[src/rtl/core/ffpra_pkg.sv]
`timescale 1ns / 1ps

package ffpra_pkg;

    localparam int WORD_W  = 32;
    localparam int OFF_W   = 5;
    localparam int CNT_W   = 11;
    localparam int START_W = 10;
    localparam int STAT_W  = 3;
    localparam int CFG_W   = 11;

    localparam logic [CNT_W-1:0] PAGE_COUNT_RST = 11'd1024;

    localparam logic FUNC_ALLOC = 1'b0;
    localparam logic FUNC_FREE  = 1'b1;

    typedef enum logic [STAT_W-1:0] {
        ST_OK        = 3'd0,
        ST_NOT_INIT  = 3'd1,
        ST_BAD_COUNT = 3'd2,
        ST_NO_RUN    = 3'd3,
        ST_NOT_USED  = 3'd4,
        ST_RANGE     = 3'd5
    } t_status;

    typedef enum logic {
        CFG_ENABLED    = 1'b0,
        CFG_PAGE_COUNT = 1'b1
    } t_cfg_idx;

    typedef struct packed {
        logic              hit;
        logic [OFF_W-1:0]  hit_off;
        logic [CNT_W-1:0]  run_out;
        logic              bad;
        logic [OFF_W-1:0]  bad_off;
        logic [WORD_W-1:0] req_mask;
        logic [WORD_W-1:0] clr_mask;
        logic [OFF_W:0]    n_freed;
        logic              hi_here;
    } t_word_eval;

endpackage

[src/rtl/core/ffpra_ram.sv]
`timescale 1ns / 1ps

module ffpra_ram #(
    parameter int DEPTH = 32,
    parameter int AW    = 5
) (
    input  logic                             i_clk,
    input  logic                             i_we,
    input  logic [AW-1:0]                    i_waddr,
    input  logic [ffpra_pkg::WORD_W-1:0]     i_wdata,
    input  logic                             i_re,
    input  logic [AW-1:0]                    i_raddr,
    output logic [ffpra_pkg::WORD_W-1:0]     o_rdata
);

    logic [ffpra_pkg::WORD_W-1:0] r_mem [DEPTH];
    logic [ffpra_pkg::WORD_W-1:0] r_rdata;

    always_ff @(posedge i_clk) begin
        if (i_we) begin
            r_mem[i_waddr] <= i_wdata;
        end
    end

    always_ff @(posedge i_clk) begin
        if (i_re) begin
            r_rdata <= r_mem[i_raddr];
        end
    end

    assign o_rdata = r_rdata;

endmodule

[src/rtl/core/ffpra_word_eval.sv]
`timescale 1ns / 1ps

module ffpra_word_eval #(
    parameter int CW = 12
) (
    input  logic [ffpra_pkg::WORD_W-1:0] i_word,
    input  logic [CW-1:0]                i_base,
    input  logic [CW-1:0]                i_lim,
    input  logic [ffpra_pkg::CNT_W-1:0]  i_count,
    input  logic [ffpra_pkg::CNT_W-1:0]  i_run,
    input  logic [CW-1:0]                i_lo,
    input  logic [CW-1:0]                i_hi,
    output ffpra_pkg::t_word_eval        o_eval
);

    localparam int W  = ffpra_pkg::WORD_W;
    localparam int OW = ffpra_pkg::OFF_W;
    localparam int NW = ffpra_pkg::CNT_W;

    logic [W-1:0]  w_blocked;
    logic [W-1:0]  w_req;
    logic [W-1:0]  w_bad;
    logic [W-1:0]  w_hit;
    logic [NW:0]   w_run [W];

    always_comb begin
        logic [CW-1:0] page;
        page = '0;
        for (int j = 0; j < W; j++) begin
            page         = i_base + CW'(j);
            w_blocked[j] = i_word[j] | (page >= i_lim);
            w_req[j]     = (page >= i_lo) && (page <= i_hi);
            w_bad[j]     = w_req[j] && ((page >= i_lim) || !i_word[j]);
        end
    end

    // run length ending at each lane, carried in from earlier words
    always_comb begin
        logic          allfree;
        logic [OW:0]   gap;
        allfree = 1'b1;
        gap     = '0;
        for (int j = 0; j < W; j++) begin
            allfree = 1'b1;
            gap     = (OW+1)'(j + 1);
            for (int i = 0; i <= j; i++) begin
                if (w_blocked[i]) begin
                    allfree = 1'b0;
                    gap     = (OW+1)'(j - i);
                end
            end
            w_run[j] = allfree ? ({1'b0, i_run} + (NW+1)'(j + 1)) : (NW+1)'(gap);
            w_hit[j] = !w_blocked[j] && (w_run[j] == {1'b0, i_count});
        end
    end

    always_comb begin
        logic [OW-1:0] hi_off;
        o_eval          = '0;
        o_eval.hit      = |w_hit;
        o_eval.bad      = |w_bad;
        o_eval.run_out  = w_run[W-1][NW-1:0];
        o_eval.req_mask = w_req;
        for (int j = W - 1; j >= 0; j--) begin
            if (w_hit[j]) begin
                o_eval.hit_off = OW'(j);
            end
            if (w_bad[j]) begin
                o_eval.bad_off = OW'(j);
            end
        end
        for (int j = 0; j < W; j++) begin
            o_eval.clr_mask[j] = w_req[j] && !(o_eval.bad && (OW'(j) >= o_eval.bad_off));
        end
        o_eval.hi_here = (i_hi[CW-1:OW] == i_base[CW-1:OW]);
        hi_off         = o_eval.hi_here ? i_hi[OW-1:0] : {OW{1'b1}};
        if (o_eval.bad) begin
            o_eval.n_freed = {1'b0, o_eval.bad_off} - {1'b0, i_lo[OW-1:0]};
        end else begin
            o_eval.n_freed = {1'b0, hi_off} - {1'b0, i_lo[OW-1:0]} + (OW+1)'(1);
        end
    end

endmodule

[src/rtl/core/first_fit_page_run_allocator.sv]
`timescale 1ns / 1ps

// First-fit page run allocator. One used bit per page lives in a 32-bit wide
// synchronous RAM of ceil(PAGES/32) words; after reset the block clears the
// RAM word by word with input ready held low (configuration writes are taken
// meanwhile). One item is in work at a time. Refused items (not enabled, zero
// count, run longer than the managed pages) go from the check state straight
// to the finish state and the output register. An allocate scans one RAM word
// per cycle from page 0 until it finds or misses a run, then marks each word
// the granted run touches with a read-modify-write. A free clears each word it
// touches with a read-modify-write. A new item is accepted while the previous
// result still waits.
module first_fit_page_run_allocator #(
    parameter int PAGES = 1024
) (
    input  logic        i_clk,
    input  logic        i_rst_n,
    input  logic        i_s_tvalid,
    output logic        o_s_tready,
    input  logic [23:0] i_s_tdata,   // start_page[9:0], count[20:10], zero[23:21]
    input  logic [0:0]  i_s_tuser,   // func[0]
    output logic        o_m_tvalid,
    input  logic        i_m_tready,
    output logic [31:0] o_m_tdata,   // alloc_start[9:0], pages_done[20:10], used_pages[31:21]
    output logic [2:0]  o_m_tuser,   // status[2:0]
    input  logic        i_cfg_wr_en,
    input  logic [0:0]  i_cfg_addr,
    input  logic [10:0] i_cfg_wdata
);

    localparam int W     = ffpra_pkg::WORD_W;
    localparam int OW    = ffpra_pkg::OFF_W;
    localparam int NW    = ffpra_pkg::CNT_W;
    localparam int SW    = ffpra_pkg::START_W;
    localparam int DEPTH = (PAGES + W - 1) / W;
    localparam int AW    = (DEPTH > 1) ? $clog2(DEPTH) : 1;
    localparam int PW    = AW + OW;
    localparam int CW    = ((PW > NW) ? PW : NW) + 1;

    typedef enum logic [3:0] {
        S_CLEAR,
        S_IDLE,
        S_CHECK,
        S_SCAN,
        S_MARK_RD,
        S_MARK_WR,
        S_FREE_CHK,
        S_FREE_WR,
        S_FINISH
    } t_state;

    t_state               r_state;
    logic [AW-1:0]        r_word;
    logic                 r_func;
    logic [SW-1:0]        r_start;
    logic [NW-1:0]        r_count;
    logic [NW-1:0]        r_run;
    logic [CW-1:0]        r_lo;
    logic [CW-1:0]        r_hi;
    logic [NW-1:0]        r_done;
    logic [NW-1:0]        r_used;
    logic [SW-1:0]        r_astart;
    ffpra_pkg::t_status   r_status;
    logic                 r_enabled;
    logic [NW-1:0]        r_page_count;
    logic                 r_m_valid;
    logic [31:0]          r_m_tdata;
    logic [2:0]           r_m_tuser;

    logic                 w_ram_we;
    logic [W-1:0]         w_ram_wdata;
    logic                 w_ram_re;
    logic [AW-1:0]        w_ram_raddr;
    logic [W-1:0]         w_rdata;
    logic [CW-1:0]        w_lim;
    logic [CW-1:0]        w_base;
    logic [CW-1:0]        w_hit_page;
    logic [CW-1:0]        w_first;
    logic [CW-1:0]        w_bad_page;
    logic                 w_scan_end;
    logic                 w_alloc_go;
    ffpra_pkg::t_word_eval w_ev;

    assign w_lim = (CW'(r_page_count) < CW'(PAGES)) ? CW'(r_page_count) : CW'(PAGES);
    assign w_base     = CW'({r_word, {OW{1'b0}}});
    assign w_hit_page = w_base + CW'(w_ev.hit_off);
    assign w_first    = w_hit_page + CW'(1) - CW'(r_count);
    assign w_bad_page = w_base + CW'(w_ev.bad_off);
    assign w_scan_end = (w_base + CW'(W)) >= w_lim;
    assign w_alloc_go = r_enabled && (r_count != '0) && (r_func == ffpra_pkg::FUNC_ALLOC)
                        && (CW'(r_count) <= w_lim);

    ffpra_word_eval #(
        .CW (CW)
    ) u_eval (
        .i_word  (w_rdata),
        .i_base  (w_base),
        .i_lim   (w_lim),
        .i_count (r_count),
        .i_run   (r_run),
        .i_lo    (r_lo),
        .i_hi    (r_hi),
        .o_eval  (w_ev)
    );

    always_comb begin
        w_ram_we    = 1'b0;
        w_ram_wdata = '0;
        w_ram_re    = 1'b0;
        w_ram_raddr = r_word;
        unique case (r_state)
            S_CLEAR: begin
                w_ram_we = 1'b1;
            end
            S_CHECK: begin
                w_ram_re    = w_alloc_go;
                w_ram_raddr = '0;
            end
            S_SCAN: begin
                w_ram_re    = !w_ev.hit && !w_scan_end;
                w_ram_raddr = r_word + AW'(1);
            end
            S_MARK_RD: begin
                w_ram_re = 1'b1;
            end
            S_MARK_WR: begin
                w_ram_we    = 1'b1;
                w_ram_wdata = w_rdata | w_ev.req_mask;
            end
            S_FREE_CHK: begin
                w_ram_re    = r_lo < w_lim;
                w_ram_raddr = r_lo[PW-1:OW];
            end
            S_FREE_WR: begin
                w_ram_we    = 1'b1;
                w_ram_wdata = w_rdata & ~w_ev.clr_mask;
            end
            default: begin
            end
        endcase
    end

    ffpra_ram #(
        .DEPTH (DEPTH),
        .AW    (AW)
    ) u_ram (
        .i_clk   (i_clk),
        .i_we    (w_ram_we),
        .i_waddr (r_word),
        .i_wdata (w_ram_wdata),
        .i_re    (w_ram_re),
        .i_raddr (w_ram_raddr),
        .o_rdata (w_rdata)
    );

    always_ff @(posedge i_clk) begin
        if (!i_rst_n) begin
            r_state      <= S_CLEAR;
            r_word       <= '0;
            r_used       <= '0;
            r_enabled    <= 1'b0;
            r_page_count <= ffpra_pkg::PAGE_COUNT_RST;
            r_m_valid    <= 1'b0;
        end else begin
            if (i_cfg_wr_en) begin
                unique case (ffpra_pkg::t_cfg_idx'(i_cfg_addr))
                    ffpra_pkg::CFG_ENABLED:    r_enabled    <= i_cfg_wdata[0];
                    ffpra_pkg::CFG_PAGE_COUNT: r_page_count <= i_cfg_wdata;
                endcase
            end

            if (r_m_valid && i_m_tready && (r_state != S_FINISH)) begin
                r_m_valid <= 1'b0;
            end

            unique case (r_state)
                S_CLEAR: begin
                    if (r_word == AW'(DEPTH - 1)) begin
                        r_state <= S_IDLE;
                    end else begin
                        r_word <= r_word + AW'(1);
                    end
                end
                S_IDLE: begin
                    if (i_s_tvalid) begin
                        r_func  <= i_s_tuser[0];
                        r_start <= i_s_tdata[9:0];
                        r_count <= i_s_tdata[20:10];
                        r_state <= S_CHECK;
                    end
                end
                S_CHECK: begin
                    r_done   <= '0;
                    r_astart <= '0;
                    priority if (!r_enabled) begin
                        r_status <= ffpra_pkg::ST_NOT_INIT;
                        r_state  <= S_FINISH;
                    end else if (r_count == '0) begin
                        r_status <= ffpra_pkg::ST_BAD_COUNT;
                        r_state  <= S_FINISH;
                    end else if (r_func == ffpra_pkg::FUNC_ALLOC) begin
                        if (w_alloc_go) begin
                            r_word  <= '0;
                            r_run   <= '0;
                            r_state <= S_SCAN;
                        end else begin
                            r_status <= ffpra_pkg::ST_NO_RUN;
                            r_state  <= S_FINISH;
                        end
                    end else begin
                        r_lo    <= CW'(r_start);
                        r_hi    <= CW'(r_start) + CW'(r_count) - CW'(1);
                        r_state <= S_FREE_CHK;
                    end
                end
                S_SCAN: begin
                    priority if (w_ev.hit) begin
                        r_lo    <= w_first;
                        r_hi    <= w_hit_page;
                        r_word  <= w_first[PW-1:OW];
                        r_state <= S_MARK_RD;
                    end else if (w_scan_end) begin
                        r_status <= ffpra_pkg::ST_NO_RUN;
                        r_state  <= S_FINISH;
                    end else begin
                        r_run  <= w_ev.run_out;
                        r_word <= r_word + AW'(1);
                    end
                end
                S_MARK_RD: begin
                    r_state <= S_MARK_WR;
                end
                S_MARK_WR: begin
                    if (w_ev.hi_here) begin
                        r_status <= ffpra_pkg::ST_OK;
                        r_astart <= r_lo[SW-1:0];
                        r_done   <= r_count;
                        r_used   <= r_used + r_count;
                        r_state  <= S_FINISH;
                    end else begin
                        r_word  <= r_word + AW'(1);
                        r_state <= S_MARK_RD;
                    end
                end
                S_FREE_CHK: begin
                    if (r_lo >= w_lim) begin
                        r_status <= ffpra_pkg::ST_RANGE;
                        r_state  <= S_FINISH;
                    end else begin
                        r_word  <= r_lo[PW-1:OW];
                        r_state <= S_FREE_WR;
                    end
                end
                S_FREE_WR: begin
                    r_done <= r_done + NW'(w_ev.n_freed);
                    r_used <= r_used - NW'(w_ev.n_freed);
                    priority if (w_ev.bad) begin
                        r_status <= (w_bad_page >= w_lim) ? ffpra_pkg::ST_RANGE
                                                          : ffpra_pkg::ST_NOT_USED;
                        r_state  <= S_FINISH;
                    end else if (w_ev.hi_here) begin
                        r_status <= ffpra_pkg::ST_OK;
                        r_state  <= S_FINISH;
                    end else begin
                        r_lo    <= w_base + CW'(W);
                        r_state <= S_FREE_CHK;
                    end
                end
                S_FINISH: begin
                    if (!r_m_valid || i_m_tready) begin
                        r_m_valid <= 1'b1;
                        r_m_tdata <= {r_used, r_done, r_astart};
                        r_m_tuser <= r_status;
                        r_state   <= S_IDLE;
                    end
                end
                default: begin
                    r_state <= S_IDLE;
                end
            endcase
        end
    end

    assign o_s_tready = (r_state == S_IDLE);
    assign o_m_tvalid = r_m_valid;
    assign o_m_tdata  = r_m_tdata;
    assign o_m_tuser  = r_m_tuser;

endmodule

[config.mk]
export PLATFORM = sky130hd
export DESIGN_NAME = first_fit_page_run_allocator
export DESIGN_NICKNAME = d
export VERILOG_FILES = /design/src/rtl/core/ffpra_pkg.sv /design/src/rtl/core/ffpra_ram.sv /design/src/rtl/core/ffpra_word_eval.sv /design/src/rtl/core/first_fit_page_run_allocator.sv
export SDC_FILE = /design/constraint.sdc
export NUM_CORES = 2
export LEC_CHECK = 0
export ABC_AREA = 1
export BUFFER_PORTS_ARGS = -buffer_cell sky130_fd_sc_hd__buf_2
export CAP_MARGIN = 40
export CORE_MARGIN = 3
export CORE_UTILIZATION = 40
export CTS_CLUSTER_SIZE = 20
export DETAILED_ROUTE_END_ITERATION = 8
export GPL_TIMING_DRIVEN = 0
export PLACE_DENSITY = 0.55
export SYNTH_ARGS = -nofsm -noshare
export SYNTH_HDL_FRONTEND = slang
export SYNTH_SLANG_ARGS = --single-unit
[constraint.sdc]
create_clock -name i_clk -period 9.51 [get_ports i_clk]
set_clock_uncertainty 0.05 [all_clocks]
set_input_delay 2.3775 -clock i_clk [delete_from_list [all_inputs] [get_ports i_clk]]
set_output_delay 2.3775 -clock i_clk [all_outputs]
set_load 0.02 [all_outputs]
==> impl_summary.log <==
[metrics] post-synthesis cell count: 6,485
[metrics] HPWL after DPL: 218 mm
[metrics] Slowest cell on crit path: a21oi_1
[metrics] run status: complete, no violations
[metrics] setup slack at placement: -1.38 ns
[metrics] ratio of cells with drive above 1 in the final layout: 11.8%
[metrics] total overflow reported by the global router: 0
[metrics] combinational group share of total power: 23.5%
[metrics] fmax: 0.107 GHz
[metrics] worst path arrival time: 9.98 ns
[metrics] kind of cell with the highest combined delay on the critical path: simple AND/OR/NAND/NOR gates
[metrics] r2r setup slk: 0.17 ns
[metrics] overall via count from detail_route: 55,900
[metrics] capture endpoint of the worst hold path: o_m_tdata[1]$_DFFE_PP_
[metrics] most frequent cell on the critical path: nand2_1
[metrics] FP Rows: 146
[metrics] number of buffers created by CTS: 135
[metrics] width of the die: 408 um
[metrics] area of the die: 166,000 um^2
[metrics] number of buffers added to fix hold violations after cts: 0
[metrics] initial drt markers: 8,275
[metrics] cell count of the worst hold path: 0
[metrics] Reg2Reg Capture Point: r_word[4]$_SDFFE_PN0P_
[metrics] Top FF cell, synth: edfxtp_1
[metrics] largest net degree at the start of global routing: 33
[metrics] placed insts: 8,886
[metrics] antenna violations before repair: 13
[metrics] total leakage power: 25.6 nW
[metrics] Clock Root Buffer: clkbuf_16
[metrics] CP Launch Type: flip-flop
[metrics] maximum net fanout on the critical path: 10
[metrics] count of max-cap constraint violations: 0
[metrics] fraction of the yosys area taken by sequential cells: 55.6%
[metrics] unrepaired setup endpoints after global routing: true
[metrics] sequential fraction of design power: 42.1%
[metrics] quantity of I/O buffers inserted on ports: 75
[metrics] total buffers and inverters traversed by the critical path: 6
[metrics] power per standard cell area: 190 nW/um^2
[metrics] Post-Place Cell Area: 70,700 um^2
[metrics] final weighted congestion of routability-driven global placement: 1.05
[metrics] Final WS setup: 0.166 ns
[metrics] vias in the first global route: 51,600
[metrics] endpoint required time on the critical path: 10.14 ns
[metrics] area taken by multi-input logic gates: 26,400 um^2
[metrics] Post-synth EDFFs: 1,172
[metrics] actual transition at the worst max-transition pin: 1.04 ns
[metrics] Setup TNS: 0 ns
[metrics] relative max-transition margin: 30.7%
[metrics] number of clock sinks seen by CTS: 1,205
[metrics] Hold Crit Class: reg2reg
[metrics] number of synthesized register bits: 1,205
[metrics] insertion delay to the later sink of the worst-skew pair: 0.78 ns
[metrics] net switching power of the design: 4.72 mW
[metrics] number of pins exceeding their max-slew limit in the final report: 0
[metrics] worst hold slack: 0.366 ns
[metrics] post-layout min period: 9.34 ns
[metrics] Pint: 9.74 mW
[metrics] asr flop ratio synth: 0%
[metrics] First-pass DRT Iterations: 9
[metrics] syn_area_per_cell: 9.95 um^2
[metrics] total power draw: 14.5 mW
[metrics] number of failing hold endpoints at the final stage: 0
[metrics] synthesized area: 64,500 um^2
[metrics] filler cell count: 15,000
[metrics] routed wire length: 283 mm
[metrics] switching share of total power: 32.6%
[metrics] first-pass GRT wire length: 391 mm
[metrics] routed len/inst: 30.8 um
[metrics] total of warnings raised by yosys: 0
[metrics] library cells used by synthesis: 71
[metrics] starting density of the core: 40.5%
[metrics] final setup vio count: 0
[metrics] proportion of power drawn by the clock network: 34.4%
[metrics] sort of element at the end of the critical path: flip-flop
[metrics] crit share post-route: 98.3%
[metrics] Post-Route Utilization: 47.8%
[metrics] average via count per standard cell: 6.08
[metrics] sequential cell area: 35,900 um^2
[metrics] non-filler instance count after layout: 9,195
[metrics] number of buffers between clock root and the deepest sink: 3
[metrics] clock slew seen by the registers of the worst setup and hold paths: 0.06 ns
[metrics] worst flop-to-flop path startpoint: r_run[3]$_SDFFCE_PN0P_
[metrics] number of nets in the finished design: 7,136
[metrics] HP Start: r_astart[1]$_SDFFCE_PN0P_
[metrics] cell count of the worst reg-to-reg path: 58
[metrics] most frequent standard cell in the layout excluding fill and tap cells: edfxtp_1
[metrics] Core Area: 159,000 um^2
[metrics] number of levels the H-tree was split into: 4
[metrics] peak supply drop: 187 uV
[metrics] Total GRT Usage: 32.9%
[metrics] area growth from synthesis to layout: 18.0%
[metrics] height of the chip: 408 um
[metrics] total nets after synthesis: 6,680
[metrics] Top Ports: 79
[metrics] post-route ant nets: 0
[metrics] highest-count cells in the layout ignoring fill and taps: edfxtp_1, nor2_1, nand2_1, o21ai_0, inv_1
[metrics] clock tree from TritonCTS: done
[metrics] peak per-stage delay on the critical path: 0.74 ns
[metrics] design area: 76,100 um^2
[metrics] critical path start-end classification: reg2reg
[metrics] count of unresolved DRC violations after routing: 0
repair_timing:
action | CTS | global route
buffers inserted | 21 | 39
gates cloned | 2 | 1
pin swaps | 16 | 47
resized for setup | 74 | 109
endpoints found under the setup margin | 15 | 13
layer usage:
layer	track usage [%]	part of all wire, %	up-vias
li1	-	-	24400
met1	47.2	43	27700
met2	48.1	42	3146
met3	6.53	9.8	560
met4	14.5	5.0	12
met5	0	0.026	-
how the worst max path moves through the flow:
stage	start	endpoint	slack, ns	cells past startpoint
final	r_run[3]$_SDFFCE_PN0P_	r_word[4]$_SDFFE_PN0P_	0.17	58
after global routing	r_page_count[10]$_SDFFE_PN1P_	r_word[4]$_SDFFE_PN0P_	-0.1	84
after CTS	r_page_count[10]$_SDFFE_PN1P_	r_word[4]$_SDFFE_PN0P_	0.01	84
after detailed placement	r_page_count[10]$_SDFFE_PN1P_	r_word[4]$_SDFFE_PN0P_	-1.38	82
after global placement	r_run[1]$_SDFFCE_PN0P_	r_run[2]$_SDFFCE_PN0P_	-5.01	24
after floorplan	r_page_count[10]$_SDFFE_PN1P_	r_word[4]$_SDFFE_PN0P_	1.91	83
registers in the layout, indices dropped and copies added, names as in the netlist, 11 cells and up:
name and count:
o_m_tdata 32, r_count 11, r_done 11, r_hi 12, r_lo 12, r_page_count 11, r_run 11, r_used 11
u_ram.o_rdata 32, u_ram.r_mem 1024
synthesized netlist by cell type, types with 24 or more instances:
cell,count,area [um^2]
a311oi_1,36,315
o32ai_1,103,902
clkbuf_1,294,1100
a21oi_1,214,1070
a211oi_1,29,218
o211ai_1,104,781
o21ai_1,24,120
or2_2,36,225
nand4_1,42,263
a31oi_1,48,300
a221oi_1,25,219
o221ai_1,173,1520
dfxtp_1,33,661
inv_1,472,1770
ha_1,147,1840
nor3_1,64,320
mux2i_1,161,1610
inv_2,56,210
o21ai_0,641,3210
xor2_1,200,1750
o211a_1,32,320
nand3_1,238,1190
buf_1,53,199
o22ai_1,53,332
nor2_1,976,3660
nor4_1,38,238
edfxtp_1,1172,35200
nand2_1,792,2970
layout make-up:
cell class              count  area share (%)
flip-flops and latches   1205            47.1
multi-input cells        4381            34.6
repair buffers            318            4.73
clock buffers             169            4.66
well taps                2146            3.53
inverters                 548            2.75
plain buffers             352            1.80
clock inverters            68           0.784
diodes                      8          0.0263
power by group through the flow:
stage,sequential (mW),combinational (mW),clock [mW]
floorplan,6.17,1.76,0
global placement,6.20,3.05,0
detailed placement,6.18,3.21,0
CTS,6.07,3.25,5.05
global route,6.09,3.59,5.25
finish,6.08,3.40,4.98
cells by family (layout without fill, tap and decap cells):
| group | count (synthesis) | in the layout | synth area share, % |
|---|---|---|---|
| buffers and inverters | 901 | 1455 | 5.30 |
| flip-flops | 1205 | 1205 | 55.6 |
| XOR/XNOR | 212 | 212 | 2.88 |
| other | 0 | 8 | 0 |
| multiplexers | 161 | 161 | 2.50 |
| AO/OA/AOI/OAI | 1589 | 1589 | 15.8 |
| AND/OR/NAND/NOR | 2264 | 2266 | 14.9 |
| adder cells (fa/ha/maj) | 153 | 153 | 3.04 |
No activity file was read; power rests on OpenSTA's default activity.
